File: config.mk
export PLATFORM = sky130hd
export DESIGN_NAME = cpf_mul
export DESIGN_NICKNAME = d
export VERILOG_FILES = /design/src/cpf_pkg.sv /design/src/cpf_mul.sv
export SDC_FILE = /design/constraint.sdc
export NUM_CORES = 2
export LEC_CHECK = 0
export ABC_AREA = 1
export BUFFER_PORTS_ARGS = -buffer_cell sky130_fd_sc_hd__buf_2
export CAP_MARGIN = 10
export CORE_MARGIN = 3
export CORE_UTILIZATION = 31
export CTS_CLUSTER_SIZE = 16
export DETAILED_ROUTE_END_ITERATION = 16
export GPL_ROUTABILITY_DRIVEN = 0
export SLEW_MARGIN = 15
export SYNTH_ARGS = -nofsm -noshare
export SYNTH_HDL_FRONTEND = slang
export SYNTH_SLANG_ARGS = --single-unit
File: constraint.sdc
create_clock -name clk -period 10.79 [get_ports clk]
set_input_delay 3.237 -clock clk [delete_from_list [all_inputs] [get_ports clk]]
set_output_delay 3.237 -clock clk [all_outputs]
set_load 0.03 [all_outputs]
File: src/cpf_pkg.sv
// shared constants and types for the cylinder potential flow evaluator
// no dependencies; used by cpf_mul and cylinder_potential_flow_eval
`default_nettype none

package cpf_pkg;

  // default fraction width of the Q-format values
  localparam int FRAC_BITS_DEF = 16;

  // operand slice width of one partial product
  localparam int CHUNK = 32;

  // configuration port
  localparam int DATA_W = 32;
  localparam int IDX_W  = 3;

  typedef enum logic [IDX_W-1:0] {
    REG_CENTER_X = 3'd0,
    REG_CENTER_Y = 3'd1,
    REG_SPEED    = 3'd2,
    REG_DIAMETER = 3'd3
  } reg_idx_t;

  localparam logic [31:0] SPEED_RST = 32'h0001_0000;
  localparam logic [30:0] DIAM_RST  = 31'h0001_0000;

  // per-transaction side information that rides along the pipeline
  typedef struct packed {
    logic vld;
    logic in_body;
    logic rzero;
    logic neg_x;
    logic neg_y;
    logic neg_s;
  } tag_t;

endpackage

`default_nettype wire

File: src/cpf_mul.sv
// pipelined unsigned multiplier built from chunk-by-chunk partial products
// depends on cpf_pkg (chunk width)
`default_nettype none

module cpf_mul #(
  parameter int AW = 32,
  parameter int BW = 32
) (
  input  logic             clk,
  input  logic [AW-1:0]    a,
  input  logic [BW-1:0]    b,
  output logic [AW+BW-1:0] p
);

  localparam int C  = cpf_pkg::CHUNK;
  localparam int NA = (AW + C - 1) / C;
  localparam int NB = (BW + C - 1) / C;
  localparam int NS = NA * NB;
  localparam int AP = NA * C;
  localparam int BP = NB * C;
  localparam int PW = AP + BP;

  logic [AP-1:0] a_ext;
  logic [BP-1:0] b_ext;
  logic [AP-1:0] a_r   [NS];
  logic [BP-1:0] b_r   [NS];
  logic [PW-1:0] acc_r [NS];

  assign a_ext = AP'(a);
  assign b_ext = BP'(b);

  for (genvar s = 0; s < NS; s++) begin : g_stage
    localparam int IA = s % NA;
    localparam int IB = s / NA;
    logic [C-1:0]   ca;
    logic [C-1:0]   cb;
    logic [2*C-1:0] pp;
    logic [PW-1:0]  base;

    if (s == 0) begin : g_first
      assign ca   = a_ext[IA*C +: C];
      assign cb   = b_ext[IB*C +: C];
      assign base = '0;
      always_ff @(posedge clk) begin
        a_r[s] <= a_ext;
        b_r[s] <= b_ext;
      end
    end else begin : g_next
      assign ca   = a_r[s-1][IA*C +: C];
      assign cb   = b_r[s-1][IB*C +: C];
      assign base = acc_r[s-1];
      always_ff @(posedge clk) begin
        a_r[s] <= a_r[s-1];
        b_r[s] <= b_r[s-1];
      end
    end

    assign pp = ca * cb;

    // one partial product folded into the running sum per stage
    always_ff @(posedge clk) begin
      acc_r[s] <= base + (PW'(pp) << (C * (IA + IB)));
    end
  end

  assign p = acc_r[NS-1][AW+BW-1:0];

endmodule

`default_nettype wire

==> impl_metrics.tcl <==
set metrics [dict create \
    status "complete, no violations" \
    post-route-min-period_ns 10.04 \
    syn_area_um2 37400 \
    final_cell_mix "1725 x inv_1, 1565 x nand2_1, 896 x fa_1, 263 x ha_1, 128 x buf_2" \
    fin_area_um2 40000 \
    track_usage_pct 17.6 \
    synth-seq-area-share_pct 3.43 \
    syn_nets 6245 \
    final_common_cell "inv_1" \
    worst_pin_slew_ns 0.886 \
    synth_cell_types 23 \
    antenna_found_initial 16 \
    setup-violations-final 0 \
    via_per_inst 4.44 \
    hpwl_mm 92.3 \
    cts_hold_buf 0 \
    synth_edf_count 0 \
    hold_end "acc_r[0][0]$_DFF_P_" \
    row_count 126 \
    drc 0 \
    die_h_um 353 \
    fin_cells 6631 \
    cp.arrival_ns 10.25 \
    synthCells 5021 \
    relSlewSlack_pct 40.9 \
    largest-register "acc_r" \
    ys_ff_latch 64 \
    async_flop_share_pct 0 \
    dp.cells 6608 \
    worstHoldStart "b[0]" \
    cp_data_required_time_ns 11.00 \
    htree_levels 3 \
    cts_setup_buffers 0 \
    root_buffer "clkbuf_16" \
    grt_pass1_vias 31500 \
    final_layout_size_suffix_gt1_share_pct 5.06 \
    finalHoldViolations 0 \
    hold_path_class "in2reg" \
    cap_viol_max_count 0 \
    grt_overflow_total 0 \
    first_iter_violations 1955 \
    start_util_pct 31.5 \
    fp.dieArea_um2 125000 \
    maxSlewViolCount 0 \
    clk_pin_slew_worst_paths_ns 0.07 \
    io-pin-count 129 \
    grt_setup_unrepaired "false" \
    cts-buffers-inserted 9 \
    crit_fanout 23 \
    synth_ff_type "dfxtp_1" \
    ant_nets 0 \
    grt_max_degree 33 \
    cts_resized 0 \
    core-area_um2 119000 \
    largest_reg_flops 64 \
    critPathCaptureType "flip-flop" \
    hold_depth 3 \
    grt_pass1_wl_mm 173 \
    clock_sinks 64 \
    placed_area_um2 39700 \
    chipWidth_um 353 \
    wl_per_cell_um 16.2 \
    setup_tns_ns 0 \
    worst_setup_path_start_kind "primary input" \
    io_buffers 128 \
    reg_top3 "acc_r (64)" \
    period_share_pct 93.1 \
    critPathKind "in2reg" \
    via_count 29500 \
    syn_to_final_growth_pct 7.08 \
    nNetsFinal 6243 \
    clockBufferDepth 2 \
    syn_area_per_cell_um2 7.45 \
    drt_wl_total_mm 108 \
    fmax_mhz 99.6 \
    cts_tree "yes" \
    utilization_pct 33.7 \
    firstDrtPassIters 5 \
    ys.warnings.count 0 \
]
## critical path, stage by stage
cell,delay [ns]
buf_2,0.57
buf_4,0.34
nand2_1,0.07
inv_1,0.09
fa_1,0.43
fa_1,0.43
fa_1,0.55
inv_1,0.05
fa_1,0.48
inv_1,0.06
fa_1,0.51
inv_1,0.06
fa_1,0.53
inv_1,0.05
fa_1,0.51
fa_1,0.49
ha_1,0.38
nand2_1,0.16
inv_1,0.05
nand2_1,0.06
nand2_1,0.08
a21oi_1,0.32
nand3_1,0.28
nand2_1,0.20
nand3_1,0.09
nand2_1,0.06
nand2_1,0.09
## logic make-up after synthesis
logic type | synth area share (%)
buffers and inverters | 19.3
and+or+nand+nor | 18.8
adders and majority gates | 56.8
DFF | 3.43
AOI/OAI and AO/OA | 0.877
xor gates and xnor gates | 0.820
## synth_stat cells (4+ instances only)
cell type     n  share of area (%)
nand2_2      13               0.22
ha_1        263                8.8
nor2_2       15               0.25
nor3_1       12               0.16
a21oi_1      44               0.59
fa_1        896                 48
nor2_4        6               0.18
clkbuf_1    192                1.9
dfxtp_1      64                3.4
inv_2        10               0.10
nor3_2        4               0.11
nand4_1      16               0.27
xor2_1       33               0.77
nand2_1    1565                 16
nand3_1      59               0.79
nor2_1       79               0.79
nand3_2       7               0.19
inv_1      1725                 17
o21bai_1     10               0.20
## metrics by stage
stage	setup slack, ns	hold slack, ns
3_3_place_gp	0.565	3.68
2_1_floorplan	1.74	3.33
5_1_grt	0.481	3.49
6_report	0.749	3.46
4_1_cts	0.821	3.44
3_5_place_dp	0.520	3.68
## layer usage
metal	vias up	routed length [um]	global-route usage [%]	share of wire [%]
met3	168	7340	2.46	6.8
met5	-	41	0	0.038
met1	14700	44600	23.3	41
li1	13600	-	-	-
met2	917	52800	30.2	49
met4	6	2980	4.70	2.8
## worst max path at each step
stage	slack (ns)	startpoint	endpoint
2_1_floorplan	1.74	a[25]	acc_r[0][62]$_DFF_P_
3_3_place_gp	0.56	a[10]	acc_r[0][56]$_DFF_P_
3_5_place_dp	0.52	a[10]	acc_r[0][56]$_DFF_P_
4_1_cts	0.82	a[10]	acc_r[0][56]$_DFF_P_
5_1_grt	0.48	a[10]	acc_r[0][56]$_DFF_P_
6_report	0.75	a[10]	acc_r[0][56]$_DFF_P_
## area by class of cell
cell class	instances	area [um2]
antenna	7	17.5
clock buffer	9	225
clock inverter	7	101
fill	12800	78800
inverter	1735	6510
multi-input combinational	3030	28900
sequential	64	1280
tap	1600	2000
timing repair buffer	179	1020
Power is left out: the tool's default activity adds up to more than one toggle a clock period on the data nets, which glitch-free logic cannot reach.
